<file path="config.mk">
export PLATFORM = sky130hd
export DESIGN_NAME = http_request_completeness_detector
export DESIGN_NICKNAME = d
export VERILOG_FILES = /design/src/rtl/hrcd_pkg.sv /design/src/rtl/hrcd_front.sv /design/src/rtl/hrcd_queue.sv /design/src/rtl/hrcd_back.sv /design/src/rtl/http_request_completeness_detector.sv
export SDC_FILE = /design/constraint.sdc
export NUM_CORES = 1
export LEC_CHECK = 0
export ABC_AREA = 1
export BUFFER_PORTS_ARGS = -buffer_cell sky130_fd_sc_hd__clkbuf_2
export CAP_MARGIN = 20
export CELL_PAD_IN_SITES_DETAIL_PLACEMENT = 0
export CELL_PAD_IN_SITES_GLOBAL_PLACEMENT = 1
export CORE_UTILIZATION = 47
export DETAILED_ROUTE_END_ITERATION = 6
export GPL_TIMING_DRIVEN = 0
export PLACE_DENSITY = 0.85
export SETUP_SLACK_MARGIN = 0.5
export SLEW_MARGIN = 0
export SYNTH_ARGS = -nofsm -noshare
export SYNTH_HDL_FRONTEND = slang
export SYNTH_SLANG_ARGS = --single-unit
</file>
<file path="constraint.sdc">
create_clock -name clk -period 6.65 [get_ports clk]
set_clock_uncertainty 0.15 [all_clocks]
set_input_delay 1.995 -clock clk [delete_from_list [all_inputs] [get_ports clk]]
set_output_delay 1.995 -clock clk [all_outputs]
set_load 0.05 [all_outputs]
</file>
<file path="src/rtl/hrcd_pkg.sv">
// Shared types, constants and character tables for the HTTP request completeness detector.
`default_nettype none

package hrcd_pkg;

    localparam int LENGTH_BITS_DEF = 32;

    localparam logic [4:0] TE_LEN    = 5'd17;
    localparam logic [4:0] CL_LEN    = 5'd14;
    localparam logic [4:0] NAME_FAIL = 5'd31;
    localparam logic [2:0] CHUNK_LEN = 3'd7;

    localparam logic [7:0] CHAR_CR    = 8'h0d;
    localparam logic [7:0] CHAR_LF    = 8'h0a;
    localparam logic [7:0] CHAR_TAB   = 8'h09;
    localparam logic [7:0] CHAR_SPACE = 8'h20;
    localparam logic [7:0] CHAR_COLON = 8'h3a;
    localparam logic [7:0] CHAR_ZERO  = 8'h30;
    localparam logic [7:0] CHAR_NINE  = 8'h39;
    localparam logic [7:0] CHAR_UC_A  = 8'h41;
    localparam logic [7:0] CHAR_UC_Z  = 8'h5a;
    localparam logic [7:0] CHAR_LC_C  = 8'h63;

    // One classified request byte as it travels from the front to the back.
    typedef struct packed {
        logic [7:0] ch;
        logic       is_cr;
        logic       is_lf;
        logic       is_colon;
        logic       is_blank;
        logic       is_digit;
        logic       start;
    } word_t;

    typedef enum logic [1:0] {
        LP_NAME,
        LP_TE_VALUE,
        LP_CL_VALUE,
        LP_SKIP
    } line_phase_t;

    typedef enum logic [1:0] {
        LEN_LEAD,
        LEN_DIGITS,
        LEN_TRAIL
    } len_phase_t;

    typedef enum logic [1:0] {
        MODE_NONE,
        MODE_LENGTH,
        MODE_CHUNKED
    } mode_t;

    // Progress through CR LF 0 CR LF CR LF in a chunked body.
    typedef enum logic [2:0] {
        CK_IDLE,
        CK_CR,
        CK_CRLF,
        CK_ZERO,
        CK_ZERO_CR,
        CK_ZERO_CRLF,
        CK_FINAL_CR
    } chunk_state_t;

    function automatic logic [7:0] te_char(input logic [4:0] idx);
        logic [7:0] c;
        case (idx)
            5'd0:    c = "t";
            5'd1:    c = "r";
            5'd2:    c = "a";
            5'd3:    c = "n";
            5'd4:    c = "s";
            5'd5:    c = "f";
            5'd6:    c = "e";
            5'd7:    c = "r";
            5'd8:    c = "-";
            5'd9:    c = "e";
            5'd10:   c = "n";
            5'd11:   c = "c";
            5'd12:   c = "o";
            5'd13:   c = "d";
            5'd14:   c = "i";
            5'd15:   c = "n";
            5'd16:   c = "g";
            default: c = 8'h00;
        endcase
        return c;
    endfunction

    function automatic logic [7:0] cl_char(input logic [4:0] idx);
        logic [7:0] c;
        case (idx)
            5'd0:    c = "c";
            5'd1:    c = "o";
            5'd2:    c = "n";
            5'd3:    c = "t";
            5'd4:    c = "e";
            5'd5:    c = "n";
            5'd6:    c = "t";
            5'd7:    c = "-";
            5'd8:    c = "l";
            5'd9:    c = "e";
            5'd10:   c = "n";
            5'd11:   c = "g";
            5'd12:   c = "t";
            5'd13:   c = "h";
            default: c = 8'h00;
        endcase
        return c;
    endfunction

    function automatic logic [7:0] chunk_char(input logic [2:0] idx);
        logic [7:0] c;
        case (idx)
            3'd0:    c = "c";
            3'd1:    c = "h";
            3'd2:    c = "u";
            3'd3:    c = "n";
            3'd4:    c = "k";
            3'd5:    c = "e";
            3'd6:    c = "d";
            default: c = 8'h00;
        endcase
        return c;
    endfunction

endpackage

`default_nettype wire

</file>
<file path="src/rtl/hrcd_front.sv">
// Front end: accepts request bytes and classifies each one into a queue word.
`default_nettype none

module hrcd_front
    import hrcd_pkg::*;
(
    input  wire logic       in_valid,
    output logic            in_stall,
    input  wire logic [7:0] data_byte,
    input  wire logic       start_of_request,
    input  wire logic       q_full,
    output logic            q_push,
    output word_t           q_word
);

    logic is_upper;

    assign in_stall = q_full;
    assign q_push   = in_valid && !q_full;

    assign is_upper = (data_byte >= CHAR_UC_A) && (data_byte <= CHAR_UC_Z);

    always_comb
    begin
        q_word.ch       = is_upper ? (data_byte + 8'd32) : data_byte;
        q_word.is_cr    = (data_byte == CHAR_CR);
        q_word.is_lf    = (data_byte == CHAR_LF);
        q_word.is_colon = (data_byte == CHAR_COLON);
        q_word.is_blank = (data_byte == CHAR_SPACE) || (data_byte == CHAR_TAB);
        q_word.is_digit = (data_byte >= CHAR_ZERO) && (data_byte <= CHAR_NINE);
        q_word.start    = start_of_request;
    end

endmodule

`default_nettype wire

</file>
<file path="src/rtl/hrcd_queue.sv">
// Two-word queue that decouples the byte classifier from the framing engine.
`default_nettype none

module hrcd_queue
    import hrcd_pkg::*;
(
    input  wire logic  clk,
    input  wire logic  rst_n,
    input  wire logic  push,
    input  wire word_t push_word,
    output logic       full,
    input  wire logic  pop,
    output word_t      head,
    output logic       not_empty
);

    word_t       slot_reg [2];
    logic        wr_ptr_reg;
    logic        rd_ptr_reg;
    logic [1:0]  count_reg;
    logic [1:0]  count_next;

    assign full      = (count_reg == 2'd2);
    assign not_empty = (count_reg != 2'd0);
    assign head      = slot_reg[rd_ptr_reg];

    always_comb
    begin
        count_next = count_reg;
        if (push && !pop)
        begin
            count_next = count_reg + 2'd1;
        end
        else if (pop && !push)
        begin
            count_next = count_reg - 2'd1;
        end
    end

    always_ff @(posedge clk or negedge rst_n)
    begin
        if (!rst_n)
        begin
            wr_ptr_reg <= 1'b0;
            rd_ptr_reg <= 1'b0;
            count_reg  <= 2'd0;
        end
        else
        begin
            if (push)
            begin
                wr_ptr_reg <= !wr_ptr_reg;
            end
            if (pop)
            begin
                rd_ptr_reg <= !rd_ptr_reg;
            end
            count_reg <= count_next;
        end
    end

    always_ff @(posedge clk)
    begin
        if (push)
        begin
            slot_reg[wr_ptr_reg] <= push_word;
        end
    end

endmodule

`default_nettype wire

</file>
<file path="src/rtl/hrcd_back.sv">
// Framing engine: tracks header lines, length or chunk framing, and registers each result.
`default_nettype none

module hrcd_back
    import hrcd_pkg::*;
#(
    parameter int LENGTH_BITS = LENGTH_BITS_DEF
)
(
    input  wire logic       clk,
    input  wire logic       rst_n,
    input  wire word_t      q_head,
    input  wire logic       q_not_empty,
    output logic            q_pop,
    output logic            out_valid,
    input  wire logic       out_stall,
    output logic            complete,
    output logic            header_done,
    output logic [1:0]      framing_mode,
    output logic            length_invalid
);

    localparam logic [LENGTH_BITS-1:0] LEN_MAX = '1;

    logic [1:0]             term_reg,      term_next;
    logic                   hdr_fin_reg,   hdr_fin_next;
    line_phase_t            line_reg,      line_next;
    logic [4:0]             te_match_reg,  te_match_next;
    logic [4:0]             cl_match_reg,  cl_match_next;
    logic                   te_seen_reg,   te_seen_next;
    logic                   cl_seen_reg,   cl_seen_next;
    logic [2:0]             ck_word_reg,   ck_word_next;
    logic                   chunked_reg,   chunked_next;
    len_phase_t             lphase_reg,    lphase_next;
    logic [LENGTH_BITS-1:0] lval_reg,      lval_next;
    logic                   lnonempty_reg, lnonempty_next;
    logic                   lbad_reg,      lbad_next;
    logic [LENGTH_BITS-1:0] body_reg,      body_next;
    chunk_state_t           ck_reg,        ck_next;
    logic                   done_reg,      done_next;

    logic                   out_valid_reg;
    logic                   complete_reg;
    logic                   header_done_reg;
    mode_t                  mode_reg,      mode_next;
    logic                   linv_reg;

    logic [LENGTH_BITS+3:0] lval_wide;
    logic [LENGTH_BITS+3:0] lval_prod;
    logic [LENGTH_BITS-1:0] need;
    logic                   framed;
    logic                   term_hit;
    word_t                  w;

    assign w     = q_head;
    assign q_pop = q_not_empty && (!out_valid_reg || !out_stall);

    always_comb
    begin
        // A start word clears all state before the byte is taken.
        if (w.start)
        begin
            term_next      = 2'd0;
            hdr_fin_next   = 1'b0;
            line_next      = LP_NAME;
            te_match_next  = 5'd0;
            cl_match_next  = 5'd0;
            te_seen_next   = 1'b0;
            cl_seen_next   = 1'b0;
            ck_word_next   = 3'd0;
            chunked_next   = 1'b0;
            lphase_next    = LEN_LEAD;
            lval_next      = '0;
            lnonempty_next = 1'b0;
            lbad_next      = 1'b0;
            body_next      = '0;
            ck_next        = CK_IDLE;
            done_next      = 1'b0;
        end
        else
        begin
            term_next      = term_reg;
            hdr_fin_next   = hdr_fin_reg;
            line_next      = line_reg;
            te_match_next  = te_match_reg;
            cl_match_next  = cl_match_reg;
            te_seen_next   = te_seen_reg;
            cl_seen_next   = cl_seen_reg;
            ck_word_next   = ck_word_reg;
            chunked_next   = chunked_reg;
            lphase_next    = lphase_reg;
            lval_next      = lval_reg;
            lnonempty_next = lnonempty_reg;
            lbad_next      = lbad_reg;
            body_next      = body_reg;
            ck_next        = ck_reg;
            done_next      = done_reg;
        end

        lval_wide = '0;
        lval_prod = '0;
        need      = '0;
        framed    = 1'b0;
        term_hit  = 1'b0;

        if (!done_next)
        begin
            if (!hdr_fin_next)
            begin
                // Header line tracking.
                if (w.is_lf)
                begin
                    line_next     = LP_NAME;
                    te_match_next = 5'd0;
                    cl_match_next = 5'd0;
                end
                else
                begin
                    case (line_next)
                        LP_NAME:
                        begin
                            if (w.is_colon)
                            begin
                                if (te_match_next == TE_LEN && !te_seen_next)
                                begin
                                    te_seen_next = 1'b1;
                                    line_next    = LP_TE_VALUE;
                                end
                                else if (cl_match_next == CL_LEN && !cl_seen_next)
                                begin
                                    cl_seen_next = 1'b1;
                                    line_next    = LP_CL_VALUE;
                                end
                                else
                                begin
                                    line_next = LP_SKIP;
                                end
                            end
                            else
                            begin
                                if (te_match_next < TE_LEN && w.ch == te_char(te_match_next))
                                begin
                                    te_match_next = te_match_next + 5'd1;
                                end
                                else
                                begin
                                    te_match_next = NAME_FAIL;
                                end
                                if (cl_match_next < CL_LEN && w.ch == cl_char(cl_match_next))
                                begin
                                    cl_match_next = cl_match_next + 5'd1;
                                end
                                else
                                begin
                                    cl_match_next = NAME_FAIL;
                                end
                            end
                        end
                        LP_TE_VALUE:
                        begin
                            if (w.ch == chunk_char(ck_word_next))
                            begin
                                ck_word_next = ck_word_next + 3'd1;
                            end
                            else
                            begin
                                ck_word_next = (w.ch == CHAR_LC_C) ? 3'd1 : 3'd0;
                            end
                            if (ck_word_next == CHUNK_LEN)
                            begin
                                chunked_next = 1'b1;
                                ck_word_next = 3'd0;
                            end
                        end
                        LP_CL_VALUE:
                        begin
                            if (!(lphase_next == LEN_LEAD && w.is_blank))
                            begin
                                if (w.is_blank || w.is_cr)
                                begin
                                    lphase_next = LEN_TRAIL;
                                end
                                else
                                begin
                                    if (lphase_next == LEN_TRAIL || !w.is_digit)
                                    begin
                                        lbad_next = 1'b1;
                                    end
                                    lphase_next    = LEN_DIGITS;
                                    lnonempty_next = 1'b1;
                                    if (!lbad_next)
                                    begin
                                        lval_wide = {4'd0, lval_next};
                                        lval_prod = (lval_wide << 3) + (lval_wide << 1)
                                                    + {{LENGTH_BITS{1'b0}}, w.ch[3:0]};
                                        if (lval_prod[LENGTH_BITS+3:LENGTH_BITS] != 4'd0)
                                        begin
                                            lval_next = LEN_MAX;
                                        end
                                        else
                                        begin
                                            lval_next = lval_prod[LENGTH_BITS-1:0];
                                        end
                                    end
                                end
                            end
                        end
                        default:
                        begin
                            line_next = LP_SKIP;
                        end
                    endcase
                end

                // Header terminator search.
                term_hit = term_next[0] ? w.is_lf : w.is_cr;
                if (term_next == 2'd3 && w.is_lf)
                begin
                    hdr_fin_next = 1'b1;
                    framed = !chunked_next && cl_seen_next && lnonempty_next;
                    need   = lbad_next ? '0 : lval_next;
                    if (chunked_next)
                    begin
                        // The body starts as if a CR LF preceded it.
                        ck_next = CK_CRLF;
                    end
                    else if (framed)
                    begin
                        if (body_next >= need)
                        begin
                            done_next = 1'b1;
                        end
                    end
                    else
                    begin
                        done_next = 1'b1;
                    end
                end
                else if (term_hit)
                begin
                    term_next = term_next + 2'd1;
                end
                else
                begin
                    term_next = w.is_cr ? 2'd1 : 2'd0;
                end
            end
            else if (chunked_next)
            begin
                case (ck_next)
                    CK_CR:        ck_next = w.is_lf ? CK_CRLF : (w.is_cr ? CK_CR : CK_IDLE);
                    CK_CRLF:      ck_next = (w.ch == CHAR_ZERO) ? CK_ZERO
                                          : (w.is_cr ? CK_CR : CK_IDLE);
                    CK_ZERO:      ck_next = w.is_cr ? CK_ZERO_CR : CK_IDLE;
                    CK_ZERO_CR:   ck_next = w.is_lf ? CK_ZERO_CRLF
                                          : (w.is_cr ? CK_CR : CK_IDLE);
                    CK_ZERO_CRLF: ck_next = w.is_cr ? CK_FINAL_CR
                                          : ((w.ch == CHAR_ZERO) ? CK_ZERO : CK_IDLE);
                    CK_FINAL_CR:
                    begin
                        if (w.is_lf)
                        begin
                            done_next = 1'b1;
                            ck_next   = CK_IDLE;
                        end
                        else
                        begin
                            ck_next = w.is_cr ? CK_CR : CK_IDLE;
                        end
                    end
                    default:      ck_next = w.is_cr ? CK_CR : CK_IDLE;
                endcase
            end
            else
            begin
                if (body_next != LEN_MAX)
                begin
                    body_next = body_next + LENGTH_BITS'(1);
                end
                need = lbad_next ? '0 : lval_next;
                if (body_next >= need)
                begin
                    done_next = 1'b1;
                end
            end
        end

        mode_next = MODE_NONE;
        if (hdr_fin_next)
        begin
            if (chunked_next)
            begin
                mode_next = MODE_CHUNKED;
            end
            else if (cl_seen_next && lnonempty_next)
            begin
                mode_next = MODE_LENGTH;
            end
        end
    end

    always_ff @(posedge clk or negedge rst_n)
    begin
        if (!rst_n)
        begin
            term_reg      <= 2'd0;
            hdr_fin_reg   <= 1'b0;
            line_reg      <= LP_NAME;
            te_match_reg  <= 5'd0;
            cl_match_reg  <= 5'd0;
            te_seen_reg   <= 1'b0;
            cl_seen_reg   <= 1'b0;
            ck_word_reg   <= 3'd0;
            chunked_reg   <= 1'b0;
            lphase_reg    <= LEN_LEAD;
            lval_reg      <= '0;
            lnonempty_reg <= 1'b0;
            lbad_reg      <= 1'b0;
            body_reg      <= '0;
            ck_reg        <= CK_IDLE;
            done_reg      <= 1'b0;
            out_valid_reg <= 1'b0;
        end
        else
        begin
            if (q_pop)
            begin
                term_reg      <= term_next;
                hdr_fin_reg   <= hdr_fin_next;
                line_reg      <= line_next;
                te_match_reg  <= te_match_next;
                cl_match_reg  <= cl_match_next;
                te_seen_reg   <= te_seen_next;
                cl_seen_reg   <= cl_seen_next;
                ck_word_reg   <= ck_word_next;
                chunked_reg   <= chunked_next;
                lphase_reg    <= lphase_next;
                lval_reg      <= lval_next;
                lnonempty_reg <= lnonempty_next;
                lbad_reg      <= lbad_next;
                body_reg      <= body_next;
                ck_reg        <= ck_next;
                done_reg      <= done_next;
                out_valid_reg <= 1'b1;
            end
            else if (!out_stall)
            begin
                out_valid_reg <= 1'b0;
            end
        end
    end

    always_ff @(posedge clk)
    begin
        if (q_pop)
        begin
            complete_reg    <= done_next;
            header_done_reg <= hdr_fin_next;
            mode_reg        <= mode_next;
            linv_reg        <= (mode_next == MODE_LENGTH) && lbad_next;
        end
    end

    assign out_valid      = out_valid_reg;
    assign complete       = complete_reg;
    assign header_done    = header_done_reg;
    assign framing_mode   = mode_reg;
    assign length_invalid = linv_reg;

endmodule

`default_nettype wire

</file>
<file path="src/rtl/http_request_completeness_detector.sv">
// Top level of the HTTP request completeness detector.
`default_nettype none

// Usage:
// The input channel (in_valid, in_stall, data_byte, start_of_request) takes one
// request byte per word. Setting start_of_request clears all tracking state
// before that byte is taken as the first byte of a new request.
// The output channel (out_valid, out_stall, complete, header_done,
// framing_mode, length_invalid) returns exactly one result word per input word.
// Throughput is one word per cycle while out_stall is low; an accepted word
// is first written to the queue and then its result is registered behind
// out_valid. The framing engine updates all of its state for each byte it takes, which sets that rate.
// A two-word queue sits between the byte classifier and the framing engine.
// When the receiver stalls, the result register holds and the queue fills;
// in_stall rises once both queue words are occupied.
// After reset both channels are empty and the block is ready for a new request.

module http_request_completeness_detector
    import hrcd_pkg::*;
#(
    parameter int LENGTH_BITS = LENGTH_BITS_DEF
)
(
    input  wire logic       clk,
    input  wire logic       rst_n,
    input  wire logic       in_valid,
    output logic            in_stall,
    input  wire logic [7:0] data_byte,
    input  wire logic       start_of_request,
    output logic            out_valid,
    input  wire logic       out_stall,
    output logic            complete,
    output logic            header_done,
    output logic [1:0]      framing_mode,
    output logic            length_invalid
);

    logic  q_full;
    logic  q_push;
    word_t q_word;
    logic  q_pop;
    word_t q_head;
    logic  q_not_empty;

    hrcd_front u_front (
        .in_valid         (in_valid),
        .in_stall         (in_stall),
        .data_byte        (data_byte),
        .start_of_request (start_of_request),
        .q_full           (q_full),
        .q_push           (q_push),
        .q_word           (q_word)
    );

    hrcd_queue u_queue (
        .clk       (clk),
        .rst_n     (rst_n),
        .push      (q_push),
        .push_word (q_word),
        .full      (q_full),
        .pop       (q_pop),
        .head      (q_head),
        .not_empty (q_not_empty)
    );

    hrcd_back #(
        .LENGTH_BITS (LENGTH_BITS)
    ) u_back (
        .clk            (clk),
        .rst_n          (rst_n),
        .q_head         (q_head),
        .q_not_empty    (q_not_empty),
        .q_pop          (q_pop),
        .out_valid      (out_valid),
        .out_stall      (out_stall),
        .complete       (complete),
        .header_done    (header_done),
        .framing_mode   (framing_mode),
        .length_invalid (length_invalid)
    );

endmodule

`default_nettype wire

</file>
==> out/metrics.yaml <==
timing:
  worst-slew-pin-transition_ps: 1030
  fin_crit_ps: 5810
  slew_headroom: 0.309
  slew_viol_final: 0
  fmax_mhz: 172
  final_hold_viol_count: 0
  setup_viol: 0
  rsz0062_at_grt: "no"
  post-route-period-util: 0.873
setup_path:
  max_stage_delay_ps: 370
  worst_setup_path_start_kind: "flip-flop"
  cp_common_cell: "nand2_1"
  r2r_slack_ps: 840
  cp-end-kind: "flip-flop"
  reg2reg_depth: 35
  crit_arrival_ps: 5840
  worstPathMaxFanout: 10
  critPathSlowestCell: "dfrtp_1"
  reg2reg_from: "u_queue.rd_ptr_reg"
  crit_family: "simple AND/OR/NAND/NOR gates"
  path_class: "reg -> reg"
  path_buf_inv: 9
  worstPathRequired_ps: 6680
  r2r-end: "u_back.complete"
min_path:
  min_path_cells: 2
  worstHoldStart: "u_back.ck_word_reg[0]"
  min_to: "u_back.ck_word_reg[0]"
  min_path_type: "reg -> reg"
die:
  die_area_um2: 31900
  die_w_um: 179
  fp.dieH_um: 179
  coreArea_um2: 30700
  placementRows: 64
  initial_core_util: 0.479
  ios: 20
synthesis:
  async_flop_share: 0.748
  synth_top_area_frac: 0.167
  synth_flop_cell: "dfrtp_1"
  synthesis.nets: 2414
  ys_seq_area_frac: 0.235
  synthTopCellsByArea: "dfrtp_1 (17%), nand2_1 (16%), ha_1 (13%), inv_1 (7.4%), edfxtp_1 (6.8%)"
  syn_area_um2: 14700
  avgSynthCellArea_um2: 6.52
  synth_cell_types: 59
  synth-seq-cells: 131
  synth_edf_count: 33
  yosysWarnings: 0
  synthTopCellsByCount: "nand2_1 (612), inv_1 (291), nor2_1 (228)"
  syn_inst: 2250
  yosys.area.top_type: "dfrtp_1"
  synth_most_common_cell: "nand2_1"
route:
  drcViolationCount: 1
  vias: 15257
  routed_wl_um: 51100
  ant_nets: 0
  firstDrtPassIters: 7
  post_drt_wl_per_cell_um: 18.8
  viasPerCell: 5.63
  drtIter0Drc: 1444
clock_tree:
  cts_max_level: 4
  cts_tree: "built"
  path_clk_slew_ps: 70
  root_buffer: "clkbuf_16"
  cts_inserted_buffers: 17
  clock_sinks: 131
  clock_latency_ps: 460
  clockBufferDepth: 2
final_layout:
  drive_gt1_frac: 0.104
  final_cell_area_um2: 16300
  fin_cells: 2711
  diodes: 0
  nets: 2466
  syn2layout_area_growth_pct: 11.1
pwr:
  power_density_nw_per_um2: 514
  ir_worst_vdd_mv: 0.248
  power.leakage_nw: 8.32
global_routing:
  grt_pass1_vias: 14071
  grt_overflow: 0
  grt_antenna_before_repair: 0
  grt_max_degree: 99
  grt_pass1_wl_um: 79000
  track_usage: 0.327
placement:
  port_buffers: 19
  gp_congestion: 1.00
  post_dp_cell_area_um2: 15300
  dp_hpwl_um: 40500
  dp_cells: 2667
outcome:
  violations: "design-rule violations"
  status: "finished with violations"
flow_run:
  drv_cap: 0
-- cells by family after synthesis --
group	count (synthesis)	share of synthesized area
simple gates	1159	0.353
compound gates	374	0.141
buf+inv	372	0.103
fa+ha+maj	151	0.129
flops	131	0.235
xor+xnor	54	0.0322
mux	9	0.00614
-- cells in the final DEF, fill, tap and decap left out, types with 18 or more instances in the layout --
master / count
o21ai_0: 69
clkbuf_1: 37
clkbuf_16: 19
nor2_1: 206
nand3_1: 155
nor2_4: 29
a22oi_1: 28
nand2_1: 600
nand4_1: 36
nand2_2: 23
nor3_1: 20
dfrtp_1: 98
xor2_1: 40
a21oi_1: 176
ha_1: 148
o21ai_1: 43
nor2_2: 28
inv_1: 286
edfxtp_1: 33
clkbuf_2: 18
-- area by class of cell --
type,count,area [um2]
tap,396,495
clock inverter,14,140
inverter,304,1150
timing repair buffer,33,249
sequential,131,3440
buffer,68,460
fill,3103,14400
clock buffer,18,429
multi-input combinational,1747,9950
-- timing repair --
| item | CTS | global route |
|---|---|---|
| buffers inserted | 2 | 7 |
| pin swaps | 1 | 4 |
| cloned | 0 | 3 |
| hold buffers | 0 | 0 |
| gates resized for setup | 20 | 80 |
| setup endpoints to repair | 2 | 2 |
| hold endpoints to repair | 0 | 0 |
-- worst reg2reg max path: cells and delay by family, from the launching register on --
kind	cells	cell delay, ps
DFF	1	370
adders and majority gates	3	950
and+or+nand+nor	17	1700
buffers and inverters	9	1410
AOI/OAI and AO/OA	6	940
-- report_power, final --
group          internal [mW]  switching, mW
Combinational           1.98           4.07
Sequential              1.17          0.197
Clock                  0.525          0.434
-- how the worst max path moves through the flow --
stage / start / end / slack [ps] / cells past startpoint
global route: u_queue.rd_ptr_reg / u_back.complete / 500 / 35
finish: u_queue.rd_ptr_reg / u_back.complete / 840 / 35
CTS: u_queue.rd_ptr_reg / u_back.complete / 510 / 41
detailed placement: u_queue.rd_ptr_reg / u_back.complete / -140 / 39
global placement: u_queue.rd_ptr_reg / u_back.complete / -150 / 39
floorplan: u_queue.rd_ptr_reg / u_back.complete / 1430 / 45
-- through the flow --
step	TNS (ps)	power [mW]	util	hold WS (ps)	setup WS, ps
after global routing	0	9.08	0.532	346	497
after detailed placement	-253	6.98	0.499	316	-136
after global placement	-279	6.87	0.498	313	-154
after floorplan	0	5.40	-	299	1430
final	0	8.38	0.532	338	842
after CTS	0	8.01	0.520	334	510
-- per-layer routing --
metal / wire, um / GRT usage / share of wire
met5: 0 / 0 / 0
met4: 1020 / 0.0936 / 0.020
met3: 4020 / 0.0511 / 0.079
met2: 22000 / 0.494 / 0.43
met1: 24000 / 0.476 / 0.47
No activity file was read; power rests on OpenSTA's default activity.
